==> config.mk <==
export PLATFORM = sky130hd
export DESIGN_NAME = mlp_ctrl
export DESIGN_NICKNAME = d
export VERILOG_FILES = /design/src/rtl/core/mlp_pkg.sv /design/src/rtl/core/mlp_ctrl.sv
export SDC_FILE = /design/constraint.sdc
export NUM_CORES = 1
export LEC_CHECK = 0
export ABC_AREA = 0
export BUFFER_PORTS_ARGS = -buffer_cell sky130_fd_sc_hd__buf_2
export CAP_MARGIN = 15
export CORE_AREA = 2 2 39 41
export CTS_CLUSTER_DIAMETER = 100
export CTS_CLUSTER_SIZE = 24
export DETAILED_ROUTE_END_ITERATION = 16
export DIE_AREA = 0 0 41 43
export GPL_ROUTABILITY_DRIVEN = 0
export PLACE_DENSITY = 0.51
export SLEW_MARGIN = 20
export SYNTH_ARGS = -nofsm -noshare
export SYNTH_HDL_FRONTEND = slang
export SYNTH_SLANG_ARGS = --single-unit
export TNS_END_PERCENT = 50
==> constraint.sdc <==
create_clock -name clk_i -period 1.4 [get_ports clk_i]
set_clock_uncertainty 0.05 [all_clocks]
set_input_delay 0.28 -clock clk_i [delete_from_list [all_inputs] [get_ports clk_i]]
set_output_delay 0.28 -clock clk_i [all_outputs]
set_load 0.005 [all_outputs]
==> src/rtl/core/mlp_pkg.sv <==
// shared types and constants for the monochrome lcd pixel plotter
`timescale 1ns / 1ps

package mlp_pkg;

  // bus command prefixes
  localparam logic [7:0] CMD_PAGE     = 8'hB0;
  localparam logic [7:0] CMD_COL_HIGH = 8'h10;
  localparam logic [7:0] CMD_COL_LOW  = 8'h00;
  localparam logic [7:0] LOW_NIBBLE   = 8'h0F;

  // configuration port widths
  localparam int unsigned CFG_IDX_W  = 8;
  localparam int unsigned CFG_DATA_W = 8;

  // configuration register indexes
  localparam logic [CFG_IDX_W-1:0] REG_FOREGROUND_ON = 8'd0;
  localparam logic [CFG_IDX_W-1:0] REG_BACKGROUND_ON = 8'd1;

  typedef enum logic [2:0] {
    ST_CLEAR,
    ST_IDLE,
    ST_PAGE,
    ST_COL_HI,
    ST_COL_LO,
    ST_DATA
  } mlp_state_e;

  typedef enum logic [1:0] {
    BEAT_PAGE,
    BEAT_COL_HI,
    BEAT_COL_LO,
    BEAT_DATA
  } mlp_beat_e;

  // controller to datapath
  typedef struct packed {
    logic      clr_en;
    logic      capture;
    logic      wr_back;
    logic      out_load;
    mlp_beat_e out_sel;
  } mlp_cmd_t;

  // datapath to controller
  typedef struct packed {
    logic clr_last;
    logic out_free;
  } mlp_sts_t;

endpackage

==> src/rtl/core/mlp_ctrl.sv <==
// controller state machine: clearing pass, pixel accept and bus beat sequencing
`timescale 1ns / 1ps

module mlp_ctrl (
  input  logic              clk_i,
  input  logic              rst_ni,
  input  logic              in_valid_i,
  output logic              in_ready_o,
  input  mlp_pkg::mlp_sts_t sts_i,
  output mlp_pkg::mlp_cmd_t cmd_o
);
  import mlp_pkg::*;

  mlp_state_e state_q, state_d;

  always_ff @(posedge clk_i or negedge rst_ni) begin
    if (!rst_ni) begin
      state_q <= ST_CLEAR;
    end else begin
      state_q <= state_d;
    end
  end

  always_comb begin
    state_d = state_q;
    case (state_q)
      ST_CLEAR: begin
        if (sts_i.clr_last) state_d = ST_IDLE;
      end
      ST_IDLE: begin
        if (in_valid_i) state_d = ST_PAGE;
      end
      ST_PAGE: begin
        if (sts_i.out_free) state_d = ST_COL_HI;
      end
      ST_COL_HI: begin
        if (sts_i.out_free) state_d = ST_COL_LO;
      end
      ST_COL_LO: begin
        if (sts_i.out_free) state_d = ST_DATA;
      end
      ST_DATA: begin
        if (sts_i.out_free) state_d = in_valid_i ? ST_PAGE : ST_IDLE;
      end
      default: state_d = ST_CLEAR;
    endcase
  end

  always_comb begin
    in_ready_o     = 1'b0;
    cmd_o.clr_en   = 1'b0;
    cmd_o.capture  = 1'b0;
    cmd_o.wr_back  = 1'b0;
    cmd_o.out_load = 1'b0;
    cmd_o.out_sel  = BEAT_PAGE;
    case (state_q)
      ST_CLEAR: begin
        cmd_o.clr_en = 1'b1;
      end
      ST_IDLE: begin
        in_ready_o    = 1'b1;
        cmd_o.capture = in_valid_i;
      end
      ST_PAGE: begin
        cmd_o.out_load = sts_i.out_free;
        cmd_o.wr_back  = sts_i.out_free;
        cmd_o.out_sel  = BEAT_PAGE;
      end
      ST_COL_HI: begin
        cmd_o.out_load = sts_i.out_free;
        cmd_o.out_sel  = BEAT_COL_HI;
      end
      ST_COL_LO: begin
        cmd_o.out_load = sts_i.out_free;
        cmd_o.out_sel  = BEAT_COL_LO;
      end
      ST_DATA: begin
        // next pixel overlaps the data beat
        cmd_o.out_load = sts_i.out_free;
        cmd_o.out_sel  = BEAT_DATA;
        in_ready_o     = sts_i.out_free;
        cmd_o.capture  = sts_i.out_free & in_valid_i;
      end
      default: begin
        in_ready_o = 1'b0;
      end
    endcase
  end

endmodule

==> results.txt, run 1 <==
R2r endpoint = state_q[1]$_DFFE_PN0P_
Total track usage = 8.85%
Skew-Pair Late Insertion Delay = 0.23 ns
Synth Area in Compound Gates = 18.2%
Cells after synthesis = 31
Pre-CTS worst setup slack = 0.120 ns
Initial antenna violation count = 0
Net Count, Synth = 36
Chip Width = 41 um
Ys async rst share = 100%
CP required = 1.07 ns
# rows = 14
Vias per Instance = 4.44
CTS Root Cell = clkbuf_4
Register-to-Register Path Depth = 3
Final setup margin = -0.0707 ns
Synth cell types = 21
Least-Margin Pin Slew = 0.241 ns
Final Hold Fails = 0
Ports = 12
Worst EP arrival = 1.14 ns
Failing checks = negative setup slack
Die area = 1760 um^2
Mean area per synthesized cell = 8.44 um^2
Synth top cells by count = 3 x buf_2, 3 x dfrtp_1
CP Class = reg2out
Delay-heaviest family, CP = flip-flops
Core area = 1380 um^2
Biggest register = state_q
CP Buf/Inv Count = 1
Reg2reg start = state_q[2]$_DFFE_PN0P_
Peak VDD IR = 0.787 mV
Worst-path cell chain = xor2_2 -> and2_1 -> buf_2
Clk sinks = 3
Share of the synthesized area in the top cell type = 28.7%
H-tree levels = 1
RSZ-0062 raised after global routing = yes
Fillers = 148
CP max stage delay = 0.44 ns
Kind of start point of the critical path = flop
Worst Hold Class = in2async
Total Nets Final = 52
DR vias = 275
# port buffers = 11
Crit share post-route = 105%
ANT nets after route = 0
Mux cell area share after synthesis = 0%
Max-cap viol count = 0
Max FO, Critical Path = 5
Post-Syn Area = 262 um^2
DRC = 0
CTS tree = built
Post-Synth Simple-Gate Area = 33.5%
Top post-synthesis cells by area = dfrtp_1 29%, xor2_1 6.7%, buf_2 5.7%
DR WL/cell = 10.7 um
Rel. slew slack = 83.7%
Setup slack, reg-to-reg = 0.21 ns
CP Capture Type = output port
DP Wirelength = 436 um
Leakage = 0.199 nW
Post-synthesis sequential area ratio = 28.7%
Synthesis-stage register bit count = 3
Total grt overflow = 0
Outcome = complete, but fails checks
CTS Buffer Depth = 2
Critical path's slowest cell = dfrtp_2
Initial Utilization = 18.9%
Largest registers = state_q: 3 flops
Max Freq = 680 MHz
Setup TNS = -0.281 ns
Total CTS buffers = 3
Final Max Tran Viols = 0
First DRT Iteration DRCs = 2
Final setup vio count = 5
First-pass GRT wire length = 1.04 mm
Largest register FFs = 3
Yosys warns = 0
Fin util = 29.9%
Die Ht = 43 um
Synth Area in XOR/XNOR = 6.70%
Top_reg_cell synth = dfrtp_1
Layout cell share with drive strength beyond 1 = 58.7%
Pwr/cell area = 2280 nW/um^2
Adder-cell share of the synthesized area = 0%
Synth-to-layout area growth = 58.4%
Final WL = 666 um
Post-synth EDFFs = 0
Post-route minimum period = 1.47 ns
ANT cells = 0
Leading area contributor after synthesis = dfrtp_1
Pre-antenna DRT Iters = 4
Worst-path clk slew = 0.04 ns
Vias in the first global route = 245
Largest family of logic cells by synthesized area = simple AND/OR/NAND/NOR gates
Pin count of the biggest net entering global routing = 13
## kinds of logic (layout without fill, tap and decap cells)
family,after synthesis,count (layout)
DFF,3,3
AOI/OAI and AO/OA,6,6
xor gates and xnor gates,2,2
buffers and inverters,6,21
and+or+nand+nor,14,14
## worst register-to-register path: stages, from the launching register on
cell	delay, ns
dfrtp_2	0.45
buf_6	0.15
or3b_1	0.38
o211ai_2	0.07
## final cells by class
| type | instances | area (um^2) | share of cell area [%] |
|---|---|---|---|
| timing repair buffer | 15 | 91.3 | 22.1 |
| clock buffer | 4 | 26.3 | 6.34 |
| tap | 16 | 20.0 | 4.83 |
| inverter | 2 | 7.51 | 1.81 |
| sequential | 3 | 78.8 | 19.0 |
| multi-input combinational | 22 | 190 | 45.9 |
## cells in the final DEF, fill, tap and decap left out, drive strengths merged
master	netlist	final
buf	4	14
clkbuf	0	4
dfrtp	3	3
nand2	2	2
nor3	2	2
and2	2	2
inv	2	2
a21oi	2	2
xor2	2	2
nand2b	1	1
a211oi	1	1
nor2b	1	1
nor3b	1	1
nor4b	1	1
a211o	1	1
or2	1	1
nand4b	1	1
or3b	1	1
o211ai	1	1
nand3	1	1
o2bb2ai	1	1
dlygate4sd3	0	1
## per-stage QoR
step / cells / hold WS [ns] / instance area (um^2) / power (W)
after CTS: 62 / 0.311 / 385 / 0.000886
after global placement: 56 / 0.0293 / 325 / 0.000653
after detailed placement: 56 / 0.0275 / 325 / 0.000657
after global routing: 62 / 0.316 / 414 / 0.00104
final: 62 / 0.316 / 414 / 0.000944
after floorplan: 31 / -0.0656 / 262 / 0.000519
## layer usage
metal | routed length (um) | global-route usage [%] | up-vias
li1 | - | - | 137
met4 | 0 | 6.00 | 0
met3 | 50 | 1.57 | 0
met2 | 326 | 10.9 | 10
met5 | 0 | 0 | -
met1 | 289 | 13.3 | 128
## how the worst max path moves through the flow
stage,cells after the start,start,slack (ns),to
after detailed placement,3,state_q[0]$_DFFE_PN0P_,0.12,cmd_o[4]
final,3,state_q[1]$_DFFE_PN0P_,-0.07,cmd_o[2]
after global placement,3,state_q[0]$_DFFE_PN0P_,0.11,cmd_o[4]
after CTS,3,state_q[2]$_DFFE_PN0P_,-0.07,cmd_o[2]
after global routing,3,state_q[2]$_DFFE_PN0P_,-0.15,cmd_o[3]
after floorplan,3,state_q[1]$_DFFE_PN0P_,0.21,cmd_o[4]
## timing repair
item / 4_1_cts / 5_1_grt
endpoints found under the hold margin: 3 / 0
pin swaps: 0 / 1
endpoints found under the setup margin: 7 / 7
hold buffers: 1 / 0
buffers inserted: 1 / 0
gates resized for setup: 5 / 6
## power breakdown
group          internal, W  total [W]  leakage, nW  switching, W
registers         0.000141   0.000262       0.0337      0.000121
clock network     0.000107   0.000150       0.0150     0.0000431
logic             0.000314   0.000532        0.150      0.000218
Note: power is estimated with default switching activity, not from simulation.
==> inputs of run 2 (changes only) <==
--- a/config.mk
+++ b/config.mk
@@ -5,7 +5,7 @@
 export SDC_FILE = /design/constraint.sdc
 export NUM_CORES = 1
 export LEC_CHECK = 0
-export ABC_AREA = 0
+export ABC_AREA = 1
 export BUFFER_PORTS_ARGS = -buffer_cell sky130_fd_sc_hd__buf_2
 export CAP_MARGIN = 15
 export CORE_AREA = 2 2 39 41
@@ -14,7 +14,7 @@
 export DETAILED_ROUTE_END_ITERATION = 16
 export DIE_AREA = 0 0 41 43
 export GPL_ROUTABILITY_DRIVEN = 0
-export PLACE_DENSITY = 0.51
+export PLACE_DENSITY = 0.57
 export SLEW_MARGIN = 20
 export SYNTH_ARGS = -nofsm -noshare
 export SYNTH_HDL_FRONTEND = slang
==> run 2 against run 1 <==
Compared with the run above: the run still ends with negative setup slack left; flip-flop and latch count unchanged; cell count rose by 39%; routed wire length is 13% higher; die area unchanged; first-iteration DRC count up 100%; maximum frequency barely moved; critical path depth is 2 higher; worst hold slack gained 0.013 ns; count of clock-buffer cells in the layout is the same; critical path type unchanged; critical endpoint is now cmd_o[4]; largest power group unchanged; highest routed layer unchanged.
==> results.txt, run 2 <==
Outcome = complete, but fails checks
Failing checks = negative setup slack
Final Hold Fails = 0 (unchanged)
Post-Syn Area = 330 um^2 (+26%)
Total track usage = 9.85% (+1.0 points)
Leakage = 0.285 nW (+43%)
Pwr/cell area = 2180 nW/um^2 (-4.2%)
Least-Margin Pin Slew = 0.193 ns (-0.0475 ns)
Largest registers = state_q: 3 flops
DR vias = 359 (+31%)
DP Wirelength = 527 um (+21%)
Initial Utilization = 23.9% (+5.0 points)
Share of the synthesized area in the top cell type = 22.7% (-6.0 points)
Fillers = 151 (+2.0%)
Top post-synthesis cells by area = dfrtp_1 23%, nand2_1 13%, nand2_2 7.6%
Clk sinks = 3 (unchanged)
Fin util = 35.9% (+6.0 points)
Net Count, Synth = 54 (+50%)
# port buffers = 11 (unchanged)
Reg2reg start = state_q[2]$_DFFE_PN0P_
Fin cells = 86 (+39%)
Register-to-Register Path Depth = 7 (+4)
Final setup vio count = 5 (unchanged)
Top_reg_cell synth = dfrtp_1
Max-cap viol count = 0 (unchanged)
First DRT Iteration DRCs = 4 (+2)
Largest register FFs = 3 (unchanged)
ANT cells = 0 (unchanged)
Power Total = 0.00108 W (+15%)
Pin count of the biggest net entering global routing = 8 (-5)
CP Capture Type = output port
Final instance area = 497 um^2 (+20%)
Critical path's slowest cell = dfrtp_2
Worst-path cell chain = inv_2 -> nand2_4 -> a21oi_2 -> and2_1 -> buf_2
RSZ-0062 raised after global routing = yes
H-tree levels = 1 (unchanged)
Synth top cells by count = 11 x nand2_1, 4 x inv_2, 4 x nand2_2, 4 x nand3_1
Synth-to-layout area growth = 50.4%
Chip Width = 41 um (unchanged)
CP max stage delay = 0.43 ns (about the same)
Vias per Instance = 4.17 (-5.9%)
Cells after synthesis = 49 (+58%)
Pre-antenna DRT Iters = 2 (-2)
Kind of start point of the critical path = flop
Rel. slew slack = 87.1% (+3.3 points)
Crit share post-route = 105% (about the same)
ANT nets after route = 0 (unchanged)
Final Max Tran Viols = 0 (unchanged)
Ys async rst share = 100% (unchanged)
Yosys warns = 0 (unchanged)
CTS Root Cell = clkbuf_4
CP required = 1.07 ns (about the same)
Placed Area = 398 um^2 (+22%)
Crit. Startpoint = state_q[1]$_DFFE_PN0P_
Ports = 12 (unchanged)
Layout cell share with drive strength beyond 1 = 62.9% (+4.2 points)
Setup crit end = cmd_o[4]
Total grt overflow = 0 (unchanged)
Synth cell types = 19 (-9.5%)
Synthesis-stage register bit count = 3 (unchanged)
Die Ht = 43 um (unchanged)
Die area = 1760 um^2 (unchanged)
Total CTS buffers = 3 (unchanged)
Initial antenna violation count = 0 (unchanged)
Most frequent cells in the layout = 11 x buf_2, 10 x nand2_1, 7 x buf_4
Vias in the first global route = 321 (+31%)
Post-synthesis sequential area ratio = 22.7% (-6.0 points)
R2r endpoint = state_q[0]$_DFFE_PN0P_
Skew-Pair Late Insertion Delay = 0.22 ns (about the same)
# rows = 14 (unchanged)
Peak VDD IR = 0.439 mV (-44%)
Leading area contributor after synthesis = dfrtp_1
DRC = 0 (unchanged)
Count leader, synth = nand2_1
Final setup margin = -0.0707 ns (+0.0000637 ns)
Post-route minimum period = 1.47 ns (-0.0000637 ns)
Max FO, Critical Path = 4 (-1)
DR WL/cell = 8.78 um (-18%)
Worst Hold Class = in2async
CTS tree = built
Biggest register = state_q
Final WL = 755 um (+13%)
Mean area per synthesized cell = 6.74 um^2 (-20%)
CP Class = reg2out
Post-synth EDFFs = 0 (unchanged)
Worst EP arrival = 1.14 ns (about the same)
Setup slack, reg-to-reg = 0.17 ns (-0.04 ns)
Max Freq = 680 MHz (about the same)
Sequential standard cell area = 78.8 um^2 (unchanged)
Dpl cells = 76 (+36%)
Total Nets Final = 76 (+46%)
CTS Buffer Depth = 2 (unchanged)
Worst-path clk slew = 0.03 ns (about the same)
Multi-input gate area = 221 um^2 (+16%)
Setup TNS = -0.162 ns (+0.120 ns)
Core area = 1380 um^2 (unchanged)
First-pass GRT wire length = 1.23 mm (+19%)
Commonest non-fill, non-tap cell in the layout = buf_2
## run 2: cell types whose count changed after synthesis, moves of 2 or more
cell	previous run	this run
nand3_1	1	4
buf_2	3	0
o21ai_1	0	2
nand2_2	0	4
nand2_1	2	11
inv_2	0	4
nor2_1	0	3
nand3_2	0	2
xor2_1	2	0
nor2_2	0	3
## run 2: power breakdown
| group | total [W] | switching, W | internal [W] |
|---|---|---|---|
| combinational | 0.000734 | 0.000390 | 0.000344 |
| sequential | 0.000209 | 0.0000735 | 0.000135 |
| clock | 0.000142 | 0.0000355 | 0.000106 |
| total | 0.00108 | 0.000499 | 0.000586 |
## run 2: metrics by stage
stage          hold WS [ns]  worst slack [ns]
3_3_place_gp         0.0265            0.0790
6_report              0.329           -0.0707
2_1_floorplan       -0.0656             0.179
3_5_place_dp         0.0258            0.0761
4_1_cts               0.326           -0.0809
5_1_grt               0.334            -0.158
## run 2: final cells by class
type / instances / share of cell area, %
Timing Repair Buffer: 19 / 23.7
Multi-Input combinational cell: 36 / 44.6
Inverter: 8 / 6.55
Sequential cell: 3 / 15.9
Tap cell: 16 / 4.03
Clock buffer: 4 / 5.29
## run 2: worst min path at each step
stage / from / end / slack (ns) / cells past startpoint
CTS: rst_ni / state_q[1]$_DFFE_PN0P_ / 0.33 / 2
global placement: rst_ni / state_q[1]$_DFFE_PN0P_ / 0.03 / 1
finish: rst_ni / state_q[1]$_DFFE_PN0P_ / 0.33 / 2
global route: rst_ni / state_q[1]$_DFFE_PN0P_ / 0.33 / 2
floorplan: rst_ni / state_q[0]$_DFFE_PN0P_ / -0.07 / 0
detailed placement: rst_ni / state_q[1]$_DFFE_PN0P_ / 0.03 / 1
## run 2: cells by family after synthesis
family,count (synthesis),share of synthesized area [%]
buffers and inverters,10,16.7
AO/OA/AOI/OAI,4,7.20
flip-flops,3,22.7
AND/OR/NAND/NOR,32,53.4
## run 2: worst max-delay path, delay by kind of cell, from the launching register on
kind | cells | cell delay (ns)
compound gates | 1 | 0.11
flops | 1 | 0.43
buf+inv | 2 | 0.19
simple gates | 2 | 0.19
## run 2: metal layers
metal  global-route usage (%)  wire (um)  vias up
li1                         -          -      195
met4                     2.00          0        0
met1                     12.6        306      158
met5                        0          0        -
met3                     1.57         22        0
met2                     16.6        425        6
## run 2: repair_timing
action,CTS,global route
gates cloned,0,0
resized for setup,6,2
setup endpoints to repair,6,6
hold buffers,1,0
hold endpoints to repair,3,0
buffers inserted,4,1
pin swaps,0,1
